`src/rtl/point_light_pixel_shader_macros.svh`:
```
// ----------------------------------------------------------------------------
// Point light pixel shader assertion macros
// Concurrent assertion helpers used by the shader controller.
// ----------------------------------------------------------------------------
`ifndef POINT_LIGHT_PIXEL_SHADER_MACROS_SVH
`define POINT_LIGHT_PIXEL_SHADER_MACROS_SVH
`ifndef SYNTHESIS
`define PLPS_ASSERT(lbl, clk, rst_n, prop, msg) \
	lbl: assert property (@(posedge clk) disable iff (!rst_n) prop) else $error(msg);
`define PLPS_NEVER(lbl, clk, rst_n, cond, msg) \
	lbl: assert property (@(posedge clk) disable iff (!rst_n) !(cond)) else $error(msg);
`else
`define PLPS_ASSERT(lbl, clk, rst_n, prop, msg)
`define PLPS_NEVER(lbl, clk, rst_n, cond, msg)
`endif
`endif

```
`src/rtl/plps_pkg.sv`:
```
// ----------------------------------------------------------------------------
// Point light pixel shader package
// Shared constants, state codes and controller/datapath interface types.
// ----------------------------------------------------------------------------
package plps_pkg;
	localparam int LIGHT_SLOTS = 16;
	localparam int FRAC_BITS   = 8;
	localparam int SLOT_W      = (LIGHT_SLOTS > 1) ? $clog2(LIGHT_SLOTS) : 1;
	localparam int CNT_W       = $clog2(LIGHT_SLOTS + 1);
	localparam int PROD_W      = 33;
	localparam int P_W         = PROD_W - FRAC_BITS + 1;
	localparam int L_W         = P_W + 1;
	localparam int SQ_W        = 2 * L_W;
	localparam int M2_W        = SQ_W + 2;
	localparam int NL_W        = 16 + L_W;
	localparam int DOT_W       = NL_W + 2;
	localparam int NUM_W       = 16 + 2 * FRAC_BITS;
	localparam int DIVCNT_W    = $clog2(NUM_W);
	localparam int F_W         = 32;
	localparam int CON_W       = F_W + 17;
	localparam int ACC_W       = CON_W + CNT_W + 2;

	localparam logic [1:0] CFG_AMBIENT = 2'd0;
	localparam logic [1:0] CFG_COUNT   = 2'd1;
	localparam logic [1:0] CFG_MISS    = 2'd2;

	localparam logic [1:0] FLD_POS   = 2'd0;
	localparam logic [1:0] FLD_COLOR = 2'd1;
	localparam logic [1:0] FLD_RANGE = 2'd2;
	localparam logic [1:0] FLD_INT   = 2'd3;

	localparam logic [47:0] MISS_RESET = 48'h001A_0052_0052;

	typedef enum logic [3:0] {
		ST_IDLE, ST_HIT, ST_FETCH, ST_SQ, ST_SUM, ST_TEST,
		ST_DIV, ST_MUL, ST_ACC, ST_FINISH
	} state_t;

	typedef struct packed {
		logic             capture;
		logic             wr_light;
		logic             hit_calc;
		logic             fetch;
		logic             square;
		logic             sum;
		logic             div_start;
		logic             div_step;
		logic             set_cap;
		logic             mul;
		logic             acc;
		logic             load_out;
		logic [SLOT_W-1:0] idx;
	} cmd_t;

	typedef struct packed {
		logic pass;
		logic m2_zero;
		logic div_done;
		logic out_busy;
	} stat_t;
endpackage

```
`src/rtl/plps_ctrl.sv`:
```
// ----------------------------------------------------------------------------
// Point light pixel shader controller
// Sequences the hit point, the per-light tests, the divider and the output.
// ----------------------------------------------------------------------------
`include "point_light_pixel_shader_macros.svh"
module plps_ctrl import plps_pkg::*; (
	input  logic             clk,
	input  logic             arst_n,
	input  logic             in_valid,
	output logic             in_ready,
	input  logic             in_mode,
	input  logic             in_hit,
	input  logic [CNT_W-1:0] n_lights,
	input  stat_t            st,
	output cmd_t             cmd
);
	state_t           state_q, state_d;
	logic [CNT_W-1:0] idx_q, idx_d;
	logic             take;

	always_ff @(posedge clk or negedge arst_n) begin
		if (!arst_n) begin
			state_q <= ST_IDLE;
			idx_q   <= '0;
		end else begin
			state_q <= state_d;
			idx_q   <= idx_d;
		end
	end

	always_comb begin
		state_d  = state_q;
		idx_d    = idx_q;
		cmd      = '0;
		cmd.idx  = idx_q[SLOT_W-1:0];
		in_ready = (state_q == ST_IDLE);
		take     = in_valid && in_ready;
		case (state_q)
			ST_IDLE: begin
				if (take) begin
					cmd.capture  = !in_mode;
					cmd.wr_light = in_mode;
					if (!in_mode)
						state_d = in_hit ? ST_HIT : ST_FINISH;
				end
			end
			ST_HIT: begin
				cmd.hit_calc = 1'b1;
				idx_d = '0;
				state_d = (n_lights == '0) ? ST_FINISH : ST_FETCH;
			end
			ST_FETCH: begin
				cmd.fetch = 1'b1;
				state_d = ST_SQ;
			end
			ST_SQ: begin
				cmd.square = 1'b1;
				state_d = ST_SUM;
			end
			ST_SUM: begin
				cmd.sum = 1'b1;
				state_d = ST_TEST;
			end
			ST_TEST: begin
				if (!st.pass) begin
					idx_d = idx_q + 1'b1;
					state_d = (idx_q + 1'b1 == n_lights) ? ST_FINISH : ST_FETCH;
				end else if (st.m2_zero) begin
					cmd.set_cap = 1'b1;
					state_d = ST_MUL;
				end else begin
					cmd.div_start = 1'b1;
					state_d = ST_DIV;
				end
			end
			ST_DIV: begin
				cmd.div_step = 1'b1;
				if (st.div_done)
					state_d = ST_MUL;
			end
			ST_MUL: begin
				cmd.mul = 1'b1;
				state_d = ST_ACC;
			end
			ST_ACC: begin
				cmd.acc = 1'b1;
				idx_d = idx_q + 1'b1;
				state_d = (idx_q + 1'b1 == n_lights) ? ST_FINISH : ST_FETCH;
			end
			ST_FINISH: begin
				if (!st.out_busy) begin
					cmd.load_out = 1'b1;
					state_d = ST_IDLE;
				end
			end
			default: state_d = ST_IDLE;
		endcase
	end

	`PLPS_NEVER(a_load_free, clk, arst_n, cmd.load_out && st.out_busy, "output overwritten")
	`PLPS_ASSERT(a_div_mul, clk, arst_n, (state_q == ST_DIV && st.div_done) |=> (state_q == ST_MUL), "divider did not hand off")
	`PLPS_NEVER(a_idx_range, clk, arst_n, state_q == ST_FETCH && idx_q >= n_lights, "light index past count")
endmodule

```
`config.mk`:
```
export PLATFORM = sky130hd
export DESIGN_NAME = plps_ctrl
export DESIGN_NICKNAME = d
export VERILOG_FILES = /design/src/rtl/plps_pkg.sv /design/src/rtl/plps_ctrl.sv
export VERILOG_INCLUDE_DIRS = /design/src /design/src/rtl
export SDC_FILE = /design/constraint.sdc
export NUM_CORES = 1
export LEC_CHECK = 0
export ABC_AREA = 1
export BUFFER_PORTS_ARGS = -buffer_cell sky130_fd_sc_hd__buf_2
export CAP_MARGIN = 25
export CORE_MARGIN = 5
export CORE_UTILIZATION = 45
export CTS_BUF_LIST = sky130_fd_sc_hd__clkbuf_8 sky130_fd_sc_hd__clkbuf_16
export DETAILED_ROUTE_END_ITERATION = 8
export GPL_ROUTABILITY_DRIVEN = 0
export HOLD_SLACK_MARGIN = 0.06
export PLACE_DENSITY = 0.73
export SLEW_MARGIN = 20
export SYNTH_ARGS = -nofsm -noshare
export SYNTH_HDL_FRONTEND = slang
export SYNTH_SLANG_ARGS = --single-unit
```
`constraint.sdc`:
```
create_clock -name clk -period 2.4 [get_ports clk]
set_clock_uncertainty 0.15 [all_clocks]
set_input_delay 0.24 -clock clk [delete_from_list [all_inputs] [get_ports clk]]
set_output_delay 0.24 -clock clk [all_outputs]
set_load 0.1 [all_outputs]
```
; After elaboration in Yosys (flattened, before gate mapping)
; Cells that the tools add are included.
[op_classes]
add_sub_neg = 1
n_eq_ne = 15
muxes = 29
n_reduce_logical = 7
[op_table]
columns = cell, n
row1 = one-hot mux 4 bit (10 select lines), 1
row2 = two-way mux 4 bit, 8
row3 = "equality test 4 x 3 -> 1 bit, second input constant", 4
row4 = two-way mux 1 bit, 16
row5 = one-hot mux 5 bit (3 select lines), 1
row6 = "equality test 4 x 2 -> 1 bit, second input constant", 2
row7 = "equality test 4 bit, second input constant", 2
row8 = "!= test 2 bit, second input constant", 4
row9 = "adder 5 x 1 -> 5 bit, second input constant", 1
row10 = equality test 5 bit, 1
row11 = zero test 5 bit, 1
row12 = two-way mux 5 bit, 1
row13 = "equality test 4 x 1 -> 1 bit, second input constant", 1
row14 = zero test 4 bit, 1
row15 = two-way mux 2 bit, 2
row16 = AND reduction 4 bit, 1
row17 = nonzero test 3 bit, 1
row18 = "!= test 2 x 1 -> 1 bit, second input constant", 1
row19 = AND reduction 2 bit, 1
row20 = logical AND 1 bit, 1
row21 = zero test 1 bit, 1
[word_totals]
ff_bits = 9
wordCells = 54

; Depth between registers and ports, before layout
; Gate-level depths: netlist of run 1.
[depth]
word_depth = 5
ltp_mapped = 11
depth_no_buf = 11

; Least setup slack after synthesis of run 1
; Ideal clock, no wire load.
[synth_timing]
path_kind = reg-to-reg
startpoint = register state_q[2]
endpoint = register state_q[2]
setup_time_ns = 0.081
arrival_ns = 3.613
setup_slack_ns = -1.443
stages_incl_launch_ff = 4
synth_period_minus_slack_ns = 3.843
cell_sequence = dfrtp_1 > nor4_1 > nor2_1 > nand3_1
[synth_between]
elab_chain_cells = 4
elab_cells_between_ends = 17
[synth_rtl]
columns = item, line_no
row1 = from (decl), plps_ctrl.sv:17  ; state_t state_q, state_d;
row2 = from (signal assigned), plps_ctrl.sv:26  ; state_q <= state_d;
row3 = zero test 4 bit, "plps_ctrl.sv:36, plps_ctrl.sv:38"
row4 = logical AND 1 bit, plps_ctrl.sv:37  ; take = in_valid && in_ready;
row5 = != test 2 x 1 -> 1 bit (no line), --
row6 = AND reduction 4 bit (no line), --
; Parallel ways exist; a longest one is shown, timed or not.
; A chain may end at the register's enable or synchronous reset.

==> impl_results.html, run 1 <==
<table>
<tr><th>Metric</th><th>Value</th></tr>
<tr><th colspan="2">Run status</th></tr>
<tr><td>Run status</td><td>complete, no violations</td></tr>
<tr><th colspan="2">Synthesis</th></tr>
<tr><td>Top post-synthesis cells by count</td><td>29 x sky130_fd_sc_hd__nand2_1, 18 x sky130_fd_sc_hd__inv_1, 17 x sky130_fd_sc_hd__nor2_1, 12 x sky130_fd_sc_hd__nand3_1, 9 x sky130_fd_sc_hd__dfrtp_1</td></tr>
<tr><td>Top cell type's share of synthesized area</td><td>0.2956</td></tr>
<tr><td>Cell with the most instances after synthesis</td><td>sky130_fd_sc_hd__nand2_1</td></tr>
<tr><td>Number of instances in the synthesized netlist</td><td>123</td></tr>
<tr><td>Proportion of register bits with asynchronous set or reset after synthesis</td><td>1.000</td></tr>
<tr><td>Net count after synthesis</td><td>between 100 and 150</td></tr>
<tr><td>Mean instance size in the synthesized netlist</td><td>approximately 6.2 um2</td></tr>
<tr><td>Compound-Gate Fraction of Synth Area</td><td>0.06404</td></tr>
<tr><td>Portion of netlist area occupied by mux cells</td><td>0</td></tr>
<tr><td>Part of the Yosys area used for sequential elements</td><td>0.2956</td></tr>
<tr><td>Main combinational cell family by area after synthesis</td><td>simple AND/OR/NAND/NOR gates</td></tr>
<tr><td>Synthesized-area fraction occupied by and/or/nand/nor cells</td><td>0.4811</td></tr>
<tr><td>Total standard cell area after synthesis</td><td>approximately 760 um2</td></tr>
<tr><td>Number of synthesized flops with an enable pin</td><td>0</td></tr>
<tr><td>Most area-consuming cells after synthesis</td><td>sky130_fd_sc_hd__dfrtp_1 30%, sky130_fd_sc_hd__nand2_1 14%, sky130_fd_sc_hd__inv_1 8.9%, sky130_fd_sc_hd__nor2_1 8.4%, sky130_fd_sc_hd__nand3_1 7.9%</td></tr>
<tr><td>Most used flip-flop cell after synthesis</td><td>sky130_fd_sc_hd__dfrtp_1</td></tr>
<tr><td>Dominant cell type by area after synthesis</td><td>sky130_fd_sc_hd__dfrtp_1</td></tr>
<tr><td>Count of unique library cells instantiated by Yosys</td><td>20</td></tr>
<tr><td>Share of the synthesized netlist area taken by xor and xnor gates</td><td>0</td></tr>
<tr><td>Adder-cell area share of the yosys netlist</td><td>0.01642</td></tr>
<tr><td>Syn. warnings</td><td>0</td></tr>
<tr><td>Number of synthesized register bits</td><td>9</td></tr>
<tr><th colspan="2">Power and ir drop</th></tr>
<tr><td>Switch Pwr</td><td>about 0.00098 W</td></tr>
<tr><td>Sequential power share</td><td>0.181</td></tr>
<tr><td>Net Sw Frac</td><td>0.6558</td></tr>
<tr><td>Peak VDD IR</td><td>around 1.2 mV</td></tr>
<tr><td>Static leakage</td><td>between 0.5 and 0.6 nW</td></tr>
<tr><td>Comb pwr share</td><td>0.708</td></tr>
<tr><td>Clock network fraction of total power</td><td>0.111</td></tr>
<tr><td>Total power density per cell area</td><td>between 1500 and 2000 nW/um2</td></tr>
<tr><td>Cell-internal power</td><td>approximately 0.00051 W</td></tr>
<tr><th colspan="2">Placement</th></tr>
<tr><td>Number of port buffers</td><td>30</td></tr>
<tr><td>Pre-CTS worst setup slack</td><td>roughly 0.52 ns</td></tr>
<tr><td>Estimated wirelength of the detail-placed design</td><td>1.670 mm</td></tr>
<tr><th colspan="2">Cells and area</th></tr>
<tr><td>Fraction of layout instances using a drive strength above 1</td><td>0.3182</td></tr>
<tr><td>Relative area change from synthesis to final layout</td><td>28.90%</td></tr>
<tr><td># fillers</td><td>148</td></tr>
<tr><td>Final net count</td><td>170</td></tr>
<tr><td>Area of combinational cells with multiple inputs</td><td>around 450 um2</td></tr>
<tr><td>Sequential cell area</td><td>~230 um2</td></tr>
<tr><td>Diodes inserted</td><td>0</td></tr>
<tr><th colspan="2">Critical path</th></tr>
<tr><td>Data arrival time at the worst-slack endpoint</td><td>roughly 1.8 ns</td></tr>
<tr><td>Origin of the critical flop-to-flop path</td><td>idx_q[0]</td></tr>
<tr><td>Crit end category</td><td>output pin</td></tr>
<tr><td>Required time at the endpoint of the critical path</td><td>between 2 and 2.5 ns</td></tr>
<tr><td>CP Launch Type</td><td>flip-flop</td></tr>
<tr><td>CP max FO</td><td>7</td></tr>
<tr><td>Critical setup path kind</td><td>flip-flop to output pin</td></tr>
<tr><td>Highest cell delay on the worst timing path</td><td>approximately 0.52 ns</td></tr>
<tr><td>CP max-delay cell</td><td>sky130_fd_sc_hd__dfrtp_1</td></tr>
<tr><td>Launching element of the worst setup path</td><td>state_q[2]</td></tr>
<tr><td>Cell chain of the critical path</td><td>nand2_2, nor2_4, nand2_1, nor2_2, buf_2</td></tr>
<tr><td>Top cell family by delay on the critical path</td><td>simple AND/OR/NAND/NOR gates</td></tr>
<tr><td>Crit path buf inv count</td><td>1</td></tr>
<tr><th colspan="2">Timing</th></tr>
<tr><td>Final critical-path share of the clock period</td><td>0.8902</td></tr>
<tr><td>RSZ-0062 raised after global routing</td><td>no</td></tr>
<tr><td>Min Clock Period, post-route</td><td>about 2.1 ns</td></tr>
<tr><td>Number of setup violations in the final report</td><td>0</td></tr>
<tr><td>Setup TNS</td><td>0 ns</td></tr>
<tr><td>Hold Vio Cnt, Final</td><td>0</td></tr>
<tr><td>Maximum frequency from static timing analysis</td><td>between 400 and 500 MHz</td></tr>
<tr><td>Final Worst Setup Slack</td><td>around 0.26 ns</td></tr>
<tr><td>Tightest slew margin relative to the limit</td><td>0.6756</td></tr>
<tr><td>Hold Slack</td><td>between 0.1 and 0.15 ns</td></tr>
<tr><td>Max-slew violation total from the final report</td><td>0</td></tr>
<tr><td>Worst Max-Slew Pin Slew</td><td>~0.5 ns</td></tr>
<tr><th colspan="2">Floorplanning</th></tr>
<tr><td>Chip width</td><td>between 50 and 60 um</td></tr>
<tr><td>I/O pins</td><td>31</td></tr>
<tr><td>Num rows</td><td>14</td></tr>
<tr><td>Standard cell core area</td><td>about 1600 um2</td></tr>
<tr><td>Floorplan die area</td><td>2616 um2</td></tr>
<tr><td>Starting density of the core</td><td>0.4888</td></tr>
<tr><td>Die Span Y</td><td>slightly above 50 um</td></tr>
<tr><th colspan="2">Drt</th></tr>
<tr><td>Vias post-DR</td><td>between 800 and 900</td></tr>
<tr><td>Detailed Route Iter0 Violations</td><td>25</td></tr>
<tr><td>Post-detailed-route DRC marker count</td><td>0</td></tr>
<tr><td>Post-DR wirelength/cell</td><td>approximately 12 um</td></tr>
<tr><td>DRT Wirelength</td><td>about 2 mm</td></tr>
<tr><td>Detail-routed via count per cell</td><td>just over 5</td></tr>
<tr><td>Detailed-router iteration count before antenna repair</td><td>4</td></tr>
<tr><td>Count of antenna-violating nets left after detailed routing</td><td>0</td></tr>
<tr><th colspan="2">CTS</th></tr>
<tr><td>Number of gates resized after CTS</td><td>0</td></tr>
<tr><td>Number of buffers on the longest clock path</td><td>2</td></tr>
<tr><td>CTS tree</td><td>built</td></tr>
<tr><td>Number of sinks driven by the clock tree</td><td>9</td></tr>
<tr><td>Clock H-tree levels</td><td>1</td></tr>
<tr><td>Hold-fix buffers, CTS</td><td>1</td></tr>
<tr><td>Clk Latency, worst-skew pair</td><td>~0.23 ns</td></tr>
<tr><td>Root Buffer</td><td>sky130_fd_sc_hd__clkbuf_8</td></tr>
<tr><td>Post CTS Setup Buffer Count</td><td>0</td></tr>
<tr><td>Total clock buffers created by CTS</td><td>3</td></tr>
<tr><td>Clock transition at the register clock pins on the worst setup and hold paths after CTS</td><td>~0.04 ns</td></tr>
<tr><th colspan="2">GRT</th></tr>
<tr><td>Number of global-route vias before repair</td><td>763</td></tr>
<tr><td>Pin count of the biggest net entering global routing</td><td>10</td></tr>
<tr><td>Aggregate global routing overflow</td><td>0</td></tr>
<tr><td>Global-route usage over all layers</td><td>0.1729</td></tr>
<tr><td>First-pass GRT wire length</td><td>between 3 and 4 mm</td></tr>
<tr><td>Initial antenna violation count</td><td>0</td></tr>
<tr><th colspan="2">Hold path</th></tr>
<tr><td>Worst hold start</td><td>st[3]</td></tr>
<tr><td>Hold/Removal Path Class</td><td>input pin to flip-flop</td></tr>
<tr><th colspan="2">Job</th></tr>
<tr><td>Number of max-capacitance violations reported</td><td>0</td></tr>
</table>
## per-layer routing
metal  part of all wire  wire length (um)  vias up  track usage
met5                  0                 0        -            0
met2               0.45               879       35       0.2489
li1                   -                 -      460            -
met3              0.092               181        0      0.03779
met1               0.46               902      365       0.2608
met4                  0                 0        0      0.04036
## stage by stage
stage          total power, W  area [um2]  instances  utilization
4_1_cts              0.001488       982.2        170       0.6300
3_3_place_gp         0.001311       927.1        165       0.5947
5_1_grt              0.001589       982.2        170       0.6300
6_report             0.001487       982.2        170       0.6300
2_1_floorplan        0.001174       787.0        123            -
3_5_place_dp         0.001317       927.1        165       0.5947
## worst paths after layout
check | endpoint | slack, ns | cells after the start
max | cmd[9] | 0.26 | 5
min | state_q[1] | 0.13 | 3
max reg2reg | state_q[1] | 0.59 | 10
min reg2reg | idx_q[4] | 0.42 | 2
max in group asynchronous | state_q[3] | 1.69 | 2
min in group asynchronous | idx_q[4] | 0.24 | 2
## power groups by stage
stage / clock (W) / sequential (W) / combinational, W
2_1_floorplan: 0 / 0.000254 / 0.000920
3_3_place_gp: 0 / 0.000266 / 0.00105
3_5_place_dp: 0 / 0.000269 / 0.00105
4_1_cts: 0.000165 / 0.000268 / 0.00105
5_1_grt: 0.000177 / 0.000280 / 0.00113
6_report: 0.000165 / 0.000270 / 0.00105
## sequential cells by signal, summed over array words and instances (netlist names)
register	flops
state_q	4
idx_q	5
## area by class of cell
| type | instances | share of cell area |
|---|---|---|
| Inverter | 21 | 0.08025 |
| Tap cell | 16 | 0.02038 |
| Clock inverter | 1 | 0.003822 |
| Multi-Input combinational cell | 89 | 0.4611 |
| Timing Repair Buffer | 31 | 0.1631 |
| Clock buffer | 3 | 0.04204 |
| Sequential cell | 9 | 0.2293 |
## cell usage in the layout (no fill, tap or decap), drive strengths merged
| master | count |
|---|---|
| nand2 | 33 |
| buf | 30 |
| inv | 22 |
| nor2 | 19 |
| nand3 | 12 |
| dfrtp | 9 |
| nor3 | 7 |
| nand4 | 4 |
| o21ai | 4 |
| o22ai | 3 |
| clkbuf | 3 |
| nor4 | 2 |
| a21oi | 2 |
| or2 | 1 |
| nand3b | 1 |
| ha | 1 |
| dlygate4sd3 | 1 |
## worst register-to-register path: stages (launching register included)
cell	delay (ns)
sky130_fd_sc_hd__dfrtp_1	0.47
sky130_fd_sc_hd__ha_1	0.27
sky130_fd_sc_hd__inv_1	0.05
sky130_fd_sc_hd__nand2_1	0.09
sky130_fd_sc_hd__nand2_1	0.09
sky130_fd_sc_hd__nand2_1	0.07
sky130_fd_sc_hd__nand3_1	0.08
sky130_fd_sc_hd__nor2_2	0.12
sky130_fd_sc_hd__nand3_1	0.11
sky130_fd_sc_hd__a21oi_1	0.14
sky130_fd_sc_hd__nand2_1	0.06
## kinds of logic after synthesis
| kind of cell | Yosys count |
|---|---|
| flops | 9 |
| simple gates | 79 |
| buf+inv | 25 |
| compound gates | 9 |
| fa+ha+maj | 1 |
Power figures use the tool's default switching activity.
==> inputs of run 2 (changes only) <==
Settings changed: CORE_UTILIZATION 45 to 50, PLACE_DENSITY 0.73 to 0.8.
==> impl_results.html, run 2 (same netlist as run 1, synthesis figures left out) <==
<table>
<tr><th>Metric</th><th>Value</th></tr>
<tr><th colspan="2">Timing</th></tr>
<tr><td>Min Clock Period, post-route</td><td>2.103 ns (-0.03338 ns)</td></tr>
<tr><td>Maximum frequency from static timing analysis</td><td>475.5 MHz (+1.6%)</td></tr>
<tr><td>Number of setup violations in the final report</td><td>0 (unchanged)</td></tr>
<tr><td>Hold Vio Cnt, Final</td><td>0 (unchanged)</td></tr>
<tr><td>Tightest slew margin relative to the limit</td><td>0.6763 (+0.0006770)</td></tr>
<tr><td>Final Worst Setup Slack</td><td>0.2970 ns (+0.03338 ns)</td></tr>
<tr><td>Setup TNS</td><td>0 ns (unchanged)</td></tr>
<tr><td>Hold Slack</td><td>0.1341 ns (+0.004638 ns)</td></tr>
<tr><td>Worst Max-Slew Pin Slew</td><td>0.4889 ns (-0.001022 ns)</td></tr>
<tr><td>Max-slew violation total from the final report</td><td>0 (unchanged)</td></tr>
<tr><td>RSZ-0062 raised after global routing</td><td>no</td></tr>
<tr><td>Final critical-path share of the clock period</td><td>0.8763 (-0.01391)</td></tr>
<tr><th colspan="2">Critical path</th></tr>
<tr><td>Crit end category</td><td>output pin</td></tr>
<tr><td>CP Launch Type</td><td>flip-flop</td></tr>
<tr><td>Critical setup path kind</td><td>flip-flop to output pin</td></tr>
<tr><td>Origin of the critical flop-to-flop path</td><td>idx_q[0]</td></tr>
<tr><td>CP max FO</td><td>7 (unchanged)</td></tr>
<tr><td>Data arrival time at the worst-slack endpoint</td><td>1.71 ns (-0.04 ns)</td></tr>
<tr><td>Launching element of the worst setup path</td><td>state_q[2]</td></tr>
<tr><td>Required time at the endpoint of the critical path</td><td>2.01 ns (about the same)</td></tr>
<tr><th colspan="2">CTS</th></tr>
<tr><td>Clk Latency, worst-skew pair</td><td>0.23 ns (about the same)</td></tr>
<tr><td>Clock H-tree levels</td><td>1 (unchanged)</td></tr>
<tr><td>Clock transition at the register clock pins on the worst setup and hold paths after CTS</td><td>0.04 ns (about the same)</td></tr>
<tr><td>Number of gates resized after CTS</td><td>0 (unchanged)</td></tr>
<tr><td>Number of sinks driven by the clock tree</td><td>9 (unchanged)</td></tr>
<tr><td>Number of buffers on the longest clock path</td><td>2 (unchanged)</td></tr>
<tr><td>Root Buffer</td><td>sky130_fd_sc_hd__clkbuf_8</td></tr>
<tr><td>CTS tree</td><td>built</td></tr>
<tr><td>Hold-fix buffers, CTS</td><td>1 (unchanged)</td></tr>
<tr><td>Post CTS Setup Buffer Count</td><td>0 (unchanged)</td></tr>
<tr><td>Total clock buffers created by CTS</td><td>3 (unchanged)</td></tr>
<tr><th colspan="2">GRT</th></tr>
<tr><td>Number of global-route vias before repair</td><td>814 (+6.7%)</td></tr>
<tr><td>Met3 routing resource usage after global routing</td><td>0.02446 (-0.01333)</td></tr>
<tr><td>GR met1 Demand/Resource</td><td>0.2189 (-0.04192)</td></tr>
<tr><td>Global-route usage over all layers</td><td>0.1637 (-0.009160)</td></tr>
<tr><td>Busiest layer in global routing</td><td>met2</td></tr>
<tr><td>Initial antenna violation count</td><td>0 (unchanged)</td></tr>
<tr><td>First-pass GRT wire length</td><td>3.270 mm (-4.4%)</td></tr>
<tr><td>Pin count of the biggest net entering global routing</td><td>10 (unchanged)</td></tr>
<tr><td>Met2 Usage GRT</td><td>0.2630 (+0.01412)</td></tr>
<tr><td>Aggregate global routing overflow</td><td>0 (unchanged)</td></tr>
<tr><th colspan="2">Floorplanning</th></tr>
<tr><td>Floorplan die area</td><td>2404 um2 (-8.1%)</td></tr>
<tr><td>I/O pins</td><td>31 (unchanged)</td></tr>
<tr><td>Die Span Y</td><td>49.04 um (-4.1%)</td></tr>
<tr><td>Standard cell core area</td><td>1471 um2 (-5.6%)</td></tr>
<tr><td>Num rows</td><td>14 (unchanged)</td></tr>
<tr><td>Chip width</td><td>49.04 um (-4.1%)</td></tr>
<tr><td>Starting density of the core</td><td>0.5179 (+0.02909)</td></tr>
<tr><th colspan="2">Drt</th></tr>
<tr><td>Detailed-router iteration count before antenna repair</td><td>4 (unchanged)</td></tr>
<tr><td>Detail-routed via count per cell</td><td>5.124 (+1.3%)</td></tr>
<tr><td>Post-detailed-route DRC marker count</td><td>0 (unchanged)</td></tr>
<tr><td>Post-DR wirelength/cell</td><td>10.84 um (-6.1%)</td></tr>
<tr><td>DRT Wirelength</td><td>1.843 mm (-6.1%)</td></tr>
<tr><td>Detailed Route Iter0 Violations</td><td>11 (-56%)</td></tr>
<tr><td>Vias post-DR</td><td>871 (+1.3%)</td></tr>
<tr><td>Count of antenna-violating nets left after detailed routing</td><td>0 (unchanged)</td></tr>
<tr><th colspan="2">Placement</th></tr>
<tr><td>Pre-CTS worst setup slack</td><td>0.5332 ns (+0.01365 ns)</td></tr>
<tr><td>Estimated wirelength of the detail-placed design</td><td>1.596 mm (-4.4%)</td></tr>
<tr><td>Cell total after placement</td><td>165 (unchanged)</td></tr>
<tr><td>Number of port buffers</td><td>30 (unchanged)</td></tr>
<tr><th colspan="2">Cells and area</th></tr>
<tr><td>Most frequent cells in the layout</td><td>30 x sky130_fd_sc_hd__buf_2, 29 x sky130_fd_sc_hd__nand2_1, 19 x sky130_fd_sc_hd__inv_1</td></tr>
<tr><td>Largest reg by FF count</td><td>idx_q</td></tr>
<tr><td>Area of combinational cells with multiple inputs</td><td>452.9 um2 (unchanged)</td></tr>
<tr><td>Diodes inserted</td><td>0 (unchanged)</td></tr>
<tr><td>Final net count</td><td>170 (unchanged)</td></tr>
<tr><td>Final core utilization</td><td>0.6675 (+0.03750)</td></tr>
<tr><td>Largest register FFs</td><td>5 (unchanged)</td></tr>
<tr><td>Relative area change from synthesis to final layout</td><td>28.90% (unchanged)</td></tr>
<tr><td>Number of standard cells in the layout, taps in and fillers out</td><td>170 (unchanged)</td></tr>
<tr><td>Most frequent standard cell in the layout excluding fill and tap cells</td><td>sky130_fd_sc_hd__buf_2</td></tr>
<tr><td>Largest regs</td><td>idx_q (5), state_q (4)</td></tr>
<tr><td>Fraction of layout instances using a drive strength above 1</td><td>0.3182 (unchanged)</td></tr>
<tr><td># fillers</td><td>146 (-1.4%)</td></tr>
<tr><td>Sequential cell area</td><td>225.2 um2 (unchanged)</td></tr>
<tr><th colspan="2">Power and ir drop</th></tr>
<tr><td>Static leakage</td><td>0.5693 nW (unchanged)</td></tr>
<tr><td>Peak VDD IR</td><td>0.8126 mV (-35%)</td></tr>
<tr><td>Total power density per cell area</td><td>1515 nW/um2 (about the same)</td></tr>
<tr><th colspan="2">Run status</th></tr>
<tr><td>Run status</td><td>complete, no violations</td></tr>
<tr><th colspan="2">Job</th></tr>
<tr><td>Number of max-capacitance violations reported</td><td>0 (unchanged)</td></tr>
<tr><th colspan="2">Hold path</th></tr>
<tr><td>Worst hold start</td><td>st[3]</td></tr>
<tr><td>Hold/Removal Path Class</td><td>input pin to flip-flop</td></tr>
</table>
## run 2: cell counts in the layout (fill, tap and decap cells not counted)
No cell type changed its count.
## run 2: worst max-delay path, cell delays in order, from the launching register on
cell and delay [ns]:
sky130_fd_sc_hd__dfrtp_1 0.49, sky130_fd_sc_hd__nand2_2 0.16, sky130_fd_sc_hd__nor2_4 0.17, sky130_fd_sc_hd__nand2_1 0.14, sky130_fd_sc_hd__nor2_2 0.10, sky130_fd_sc_hd__buf_2 0.42
## run 2: where the power goes
group	internal, W	switching [W]	total, W
clock network	0.000111	0.0000513	0.000162
logic	0.000201	0.000859	0.00106
registers	0.000200	0.0000658	0.000266
## run 2: stage by stage
stage               power [W]  area [um2]
floorplan            0.001174       787.0
global placement     0.001313       927.1
detailed placement   0.001327       927.1
CTS                  0.001494       982.2
global route         0.001591       982.2
finish               0.001488       982.2
## run 2: worst paths after layout
| path | end | slack (ns) | depth (start not counted) |
|---|---|---|---|
| hold / removal | state_q[1] | 0.13 | 3 |
| min in group asynchronous | idx_q[1] | 0.24 | 2 |
| max in group asynchronous | state_q[2] | 1.69 | 2 |
| setup reg to reg | state_q[1] | 0.58 | 10 |
| hold reg to reg | idx_q[4] | 0.44 | 2 |
| setup / recovery | cmd[9] | 0.30 | 5 |
## run 2: per-layer routing
layer,share of wire,up-vias,wire length [um]
met5,0,-,0
met4,0,0,0
met3,0.077,0,141
met2,0.48,31,879
met1,0.45,384,822
li1,-,456,-
## run 2: cell type report
type | count | area share
Inverter | 21 | 0.08025
Timing Repair Buffer | 31 | 0.1631
Sequential cell | 9 | 0.2293
Clock buffer | 3 | 0.04204
Multi-Input combinational cell | 89 | 0.4611
Tap cell | 16 | 0.02038
Clock inverter | 1 | 0.003822
==> inputs of run 3 (changes only) <==
Settings changed: CORE_UTILIZATION 50 to 39, MAX_ROUTING_LAYER set to met4, PLACE_DENSITY 0.8 to 0.65.
==> impl_results.html, run 3 (same netlist as run 1, synthesis figures left out) <==
<table>
<tr><th>Metric</th><th>Value</th></tr>
<tr><th colspan="2">Drt</th></tr>
<tr><td>Detail-routed via count per cell</td><td>4.906 (-4.2%)</td></tr>
<tr><td>Post-detailed-route DRC marker count</td><td>0 (unchanged)</td></tr>
<tr><td>Detailed Route Iter0 Violations</td><td>19 (+8)</td></tr>
<tr><td>DRT Wirelength</td><td>2.046 mm (+11%)</td></tr>
<tr><td>Count of antenna-violating nets left after detailed routing</td><td>0 (unchanged)</td></tr>
<tr><td>Vias post-DR</td><td>888 (+2.0%)</td></tr>
<tr><td>Detailed-router iteration count before antenna repair</td><td>4 (unchanged)</td></tr>
<tr><td>Post-DR wirelength/cell</td><td>11.30 um (+4.3%)</td></tr>
<tr><th colspan="2">Run status</th></tr>
<tr><td>Run status</td><td>complete, no violations</td></tr>
<tr><th colspan="2">Power and ir drop</th></tr>
<tr><td>Net Sw Frac</td><td>0.6563 (about the same)</td></tr>
<tr><td>Static leakage</td><td>0.5693 nW (unchanged)</td></tr>
<tr><td>Peak VDD IR</td><td>0.6801 mV (-16%)</td></tr>
<tr><td>Switch Pwr</td><td>0.0009791 W (+0.29%)</td></tr>
<tr><td>Sequential power share</td><td>0.179 (about the same)</td></tr>
<tr><td>Total power draw</td><td>0.001492 W (+0.26%)</td></tr>
<tr><td>Comb pwr share</td><td>0.709 (-0.003)</td></tr>
<tr><td>Total power density per cell area</td><td>1498 nW/um2 (-1.1%)</td></tr>
<tr><td>Cell-internal power</td><td>0.0005127 W (+0.20%)</td></tr>
<tr><td>Clock network fraction of total power</td><td>0.112 (+0.003)</td></tr>
<tr><th colspan="2">Cells and area</th></tr>
<tr><td>Relative area change from synthesis to final layout</td><td>30.71%</td></tr>
<tr><td>Final net count</td><td>170 (unchanged)</td></tr>
<tr><td>Largest regs</td><td>idx_q (5), state_q (4)</td></tr>
<tr><td>Largest register FFs</td><td>5 (unchanged)</td></tr>
<tr><td>Most frequent cells in the layout</td><td>30 x sky130_fd_sc_hd__buf_2, 29 x sky130_fd_sc_hd__nand2_1, 19 x sky130_fd_sc_hd__inv_1</td></tr>
<tr><td>Fraction of layout instances using a drive strength above 1</td><td>0.3182 (unchanged)</td></tr>
<tr><td>Most frequent standard cell in the layout excluding fill and tap cells</td><td>sky130_fd_sc_hd__buf_2</td></tr>
<tr><td>Largest reg by FF count</td><td>idx_q</td></tr>
<tr><td>Number of standard cells in the layout, taps in and fillers out</td><td>181 (+6.5%)</td></tr>
<tr><td>Diodes inserted</td><td>0 (unchanged)</td></tr>
<tr><td># fillers</td><td>202 (+38%)</td></tr>
<tr><th colspan="2">Critical path</th></tr>
<tr><td>Required time at the endpoint of the critical path</td><td>2.01 ns (about the same)</td></tr>
<tr><td>Crit end category</td><td>output pin</td></tr>
<tr><td>Dominant cell type by count on the critical path</td><td>sky130_fd_sc_hd__nand2_1</td></tr>
<tr><td>CP max FO</td><td>4 (-3)</td></tr>
<tr><td>Highest cell delay on the worst timing path</td><td>0.43 ns (-0.06 ns)</td></tr>
<tr><td>Cell chain of the critical path</td><td>inv_1, nand2_1, nor2_4, nand2_1, nor2_2, buf_2</td></tr>
<tr><td>CP Launch Type</td><td>flip-flop</td></tr>
<tr><td>Top cell family by delay on the critical path</td><td>simple AND/OR/NAND/NOR gates</td></tr>
<tr><td>Crit path buf inv count</td><td>2 (+1)</td></tr>
<tr><td>Reg-to-reg setup timing slack</td><td>0.59 ns (about the same)</td></tr>
<tr><td>CP max-delay cell</td><td>sky130_fd_sc_hd__buf_2</td></tr>
<tr><td>Critical setup path kind</td><td>flip-flop to output pin</td></tr>
<tr><td>Data arrival time at the worst-slack endpoint</td><td>1.76 ns (+0.05 ns)</td></tr>
<tr><th colspan="2">Timing</th></tr>
<tr><td>Maximum frequency from static timing analysis</td><td>465.6 MHz (-2.1%)</td></tr>
<tr><td>Min Clock Period, post-route</td><td>2.148 ns (+0.04479 ns)</td></tr>
<tr><td>Hold Vio Cnt, Final</td><td>0 (unchanged)</td></tr>
<tr><td>Final Worst Setup Slack</td><td>0.2522 ns (-0.04479 ns)</td></tr>
<tr><td>Worst Max-Slew Pin Slew</td><td>0.4937 ns (+0.004769 ns)</td></tr>
<tr><td>Setup TNS</td><td>0 ns (unchanged)</td></tr>
<tr><td>Number of setup violations in the final report</td><td>0 (unchanged)</td></tr>
<tr><td>Final critical-path share of the clock period</td><td>0.8949 (+0.01866)</td></tr>
<tr><td>RSZ-0062 raised after global routing</td><td>no</td></tr>
<tr><td>Tightest slew margin relative to the limit</td><td>0.6732 (-0.003158)</td></tr>
<tr><td>Max-slew violation total from the final report</td><td>0 (unchanged)</td></tr>
<tr><td>Hold Slack</td><td>0.1593 ns (+0.02520 ns)</td></tr>
<tr><th colspan="2">Hold path</th></tr>
<tr><td>Hold/Removal Path Class</td><td>input pin to flip-flop</td></tr>
<tr><th colspan="2">CTS</th></tr>
<tr><td>Total clock buffers created by CTS</td><td>3 (unchanged)</td></tr>
<tr><td>Root Buffer</td><td>sky130_fd_sc_hd__clkbuf_8</td></tr>
<tr><td>CTS tree</td><td>built</td></tr>
<tr><td>Number of sinks driven by the clock tree</td><td>9 (unchanged)</td></tr>
<tr><td>Post CTS Setup Buffer Count</td><td>0 (unchanged)</td></tr>
<tr><td>Number of gates resized after CTS</td><td>0 (unchanged)</td></tr>
<tr><td>Clk Latency, worst-skew pair</td><td>0.23 ns (about the same)</td></tr>
<tr><td>Clock H-tree levels</td><td>1 (unchanged)</td></tr>
<tr><td>Number of buffers on the longest clock path</td><td>2 (unchanged)</td></tr>
<tr><td>Clock transition at the register clock pins on the worst setup and hold paths after CTS</td><td>0.04 ns (about the same)</td></tr>
<tr><th colspan="2">Job</th></tr>
<tr><td>Number of max-capacitance violations reported</td><td>0 (unchanged)</td></tr>
<tr><th colspan="2">Floorplanning</th></tr>
<tr><td>Floorplan die area</td><td>2938 um2 (+22%)</td></tr>
<tr><td>Die Span Y</td><td>54.20 um (+11%)</td></tr>
<tr><td>I/O pins</td><td>31 (unchanged)</td></tr>
<tr><td>Chip width</td><td>54.20 um (+11%)</td></tr>
<tr><td>Starting density of the core</td><td>0.4007 (-0.1172)</td></tr>
<tr><td>Num rows</td><td>16 (+2)</td></tr>
<tr><td>Standard cell core area</td><td>1902 um2 (+29%)</td></tr>
<tr><th colspan="2">GRT</th></tr>
<tr><td>Aggregate global routing overflow</td><td>0 (unchanged)</td></tr>
<tr><td>First-pass GRT wire length</td><td>3.532 mm (+8.0%)</td></tr>
<tr><td>Number of global-route vias before repair</td><td>799 (-1.8%)</td></tr>
<tr><td>Pin count of the biggest net entering global routing</td><td>10 (unchanged)</td></tr>
<tr><td>Initial antenna violation count</td><td>0 (unchanged)</td></tr>
<tr><td>Global-route usage over all layers</td><td>0.1686 (+0.004908)</td></tr>
<tr><th colspan="2">Placement</th></tr>
<tr><td>Cell total after placement</td><td>176 (+6.7%)</td></tr>
<tr><td>Pre-CTS worst setup slack</td><td>0.4931 ns (-0.04014 ns)</td></tr>
<tr><td>Estimated wirelength of the detail-placed design</td><td>1.763 mm (+10%)</td></tr>
<tr><td>Number of port buffers</td><td>30 (unchanged)</td></tr>
</table>
==> run 3: cell counts in the layout (fill, tap and decap cells not counted) <==
Identical to the previous run, type by type.
==> run 3: worst min-delay path: stages <==
cell                      delay, ns
sky130_fd_sc_hd__buf_2         0.11
sky130_fd_sc_hd__o21ai_1       0.08
sky130_fd_sc_hd__nand2_1       0.07
==> run 3: cell type report <==
class                      count  area, um2  share of cell area
clock buffer                   3      41.29             0.04146
inverter                      21      78.83             0.07915
timing repair buffer          31      160.2              0.1608
sequential                     9      225.2              0.2261
multi-input combinational     89      452.9              0.4548
tap                           27      33.78             0.03392
clock inverter                 1      3.754            0.003769
==> run 3: worst paths after layout <==
| kind | from | endpoint | cells past startpoint |
|---|---|---|---|
| worst min register to register | idx_q[4] | idx_q[4] | 2 |
| max in group asynchronous | arst_n | state_q[1] | 2 |
| worst min-delay path | st[3] | state_q[1] | 3 |
| min in group asynchronous | arst_n | idx_q[2] | 2 |
| worst max register to register | idx_q[0] | state_q[1] | 10 |
| worst max-delay path | state_q[1] | cmd[9] | 6 |
==> run 3: metrics by stage <==
stage,utilization,instance area [um2]
final,0.5237,996.0
after global routing,0.5237,996.0
after CTS,0.5237,996.0
after detailed placement,0.4947,940.9
after global placement,0.4947,940.9
after floorplan,-,787.0
==> run 3: what timing repair did <==
| action | 4_1_cts | 5_1_grt |
|---|---|---|
| hold buffers | 1 | 0 |
| setup endpoints to repair | 0 | 0 |
| hold endpoints to repair | 9 | 0 |
==> run 3: layer usage <==
layer | vias to the layer above | wire, um | track usage
li1 | 455 | - | -
met2 | 34 | 853 | 0.2351
met3 | 4 | 137 | 0.01108
met4 | 0 | 31 | 0.06224
met1 | 395 | 1023 | 0.2508
met5 | - | 0 | -
==> run 3: power by group through the flow <==
| stage | clock network, W | registers, W | logic, W |
|---|---|---|---|
| 6_report | 0.000167 | 0.000267 | 0.00106 |
| 5_1_grt | 0.000179 | 0.000276 | 0.00115 |
| 4_1_cts | 0.000171 | 0.000266 | 0.00106 |
| 3_5_place_dp | 0 | 0.000269 | 0.00106 |
| 3_3_place_gp | 0 | 0.000266 | 0.00105 |
| 2_1_floorplan | 0 | 0.000254 | 0.000920 |
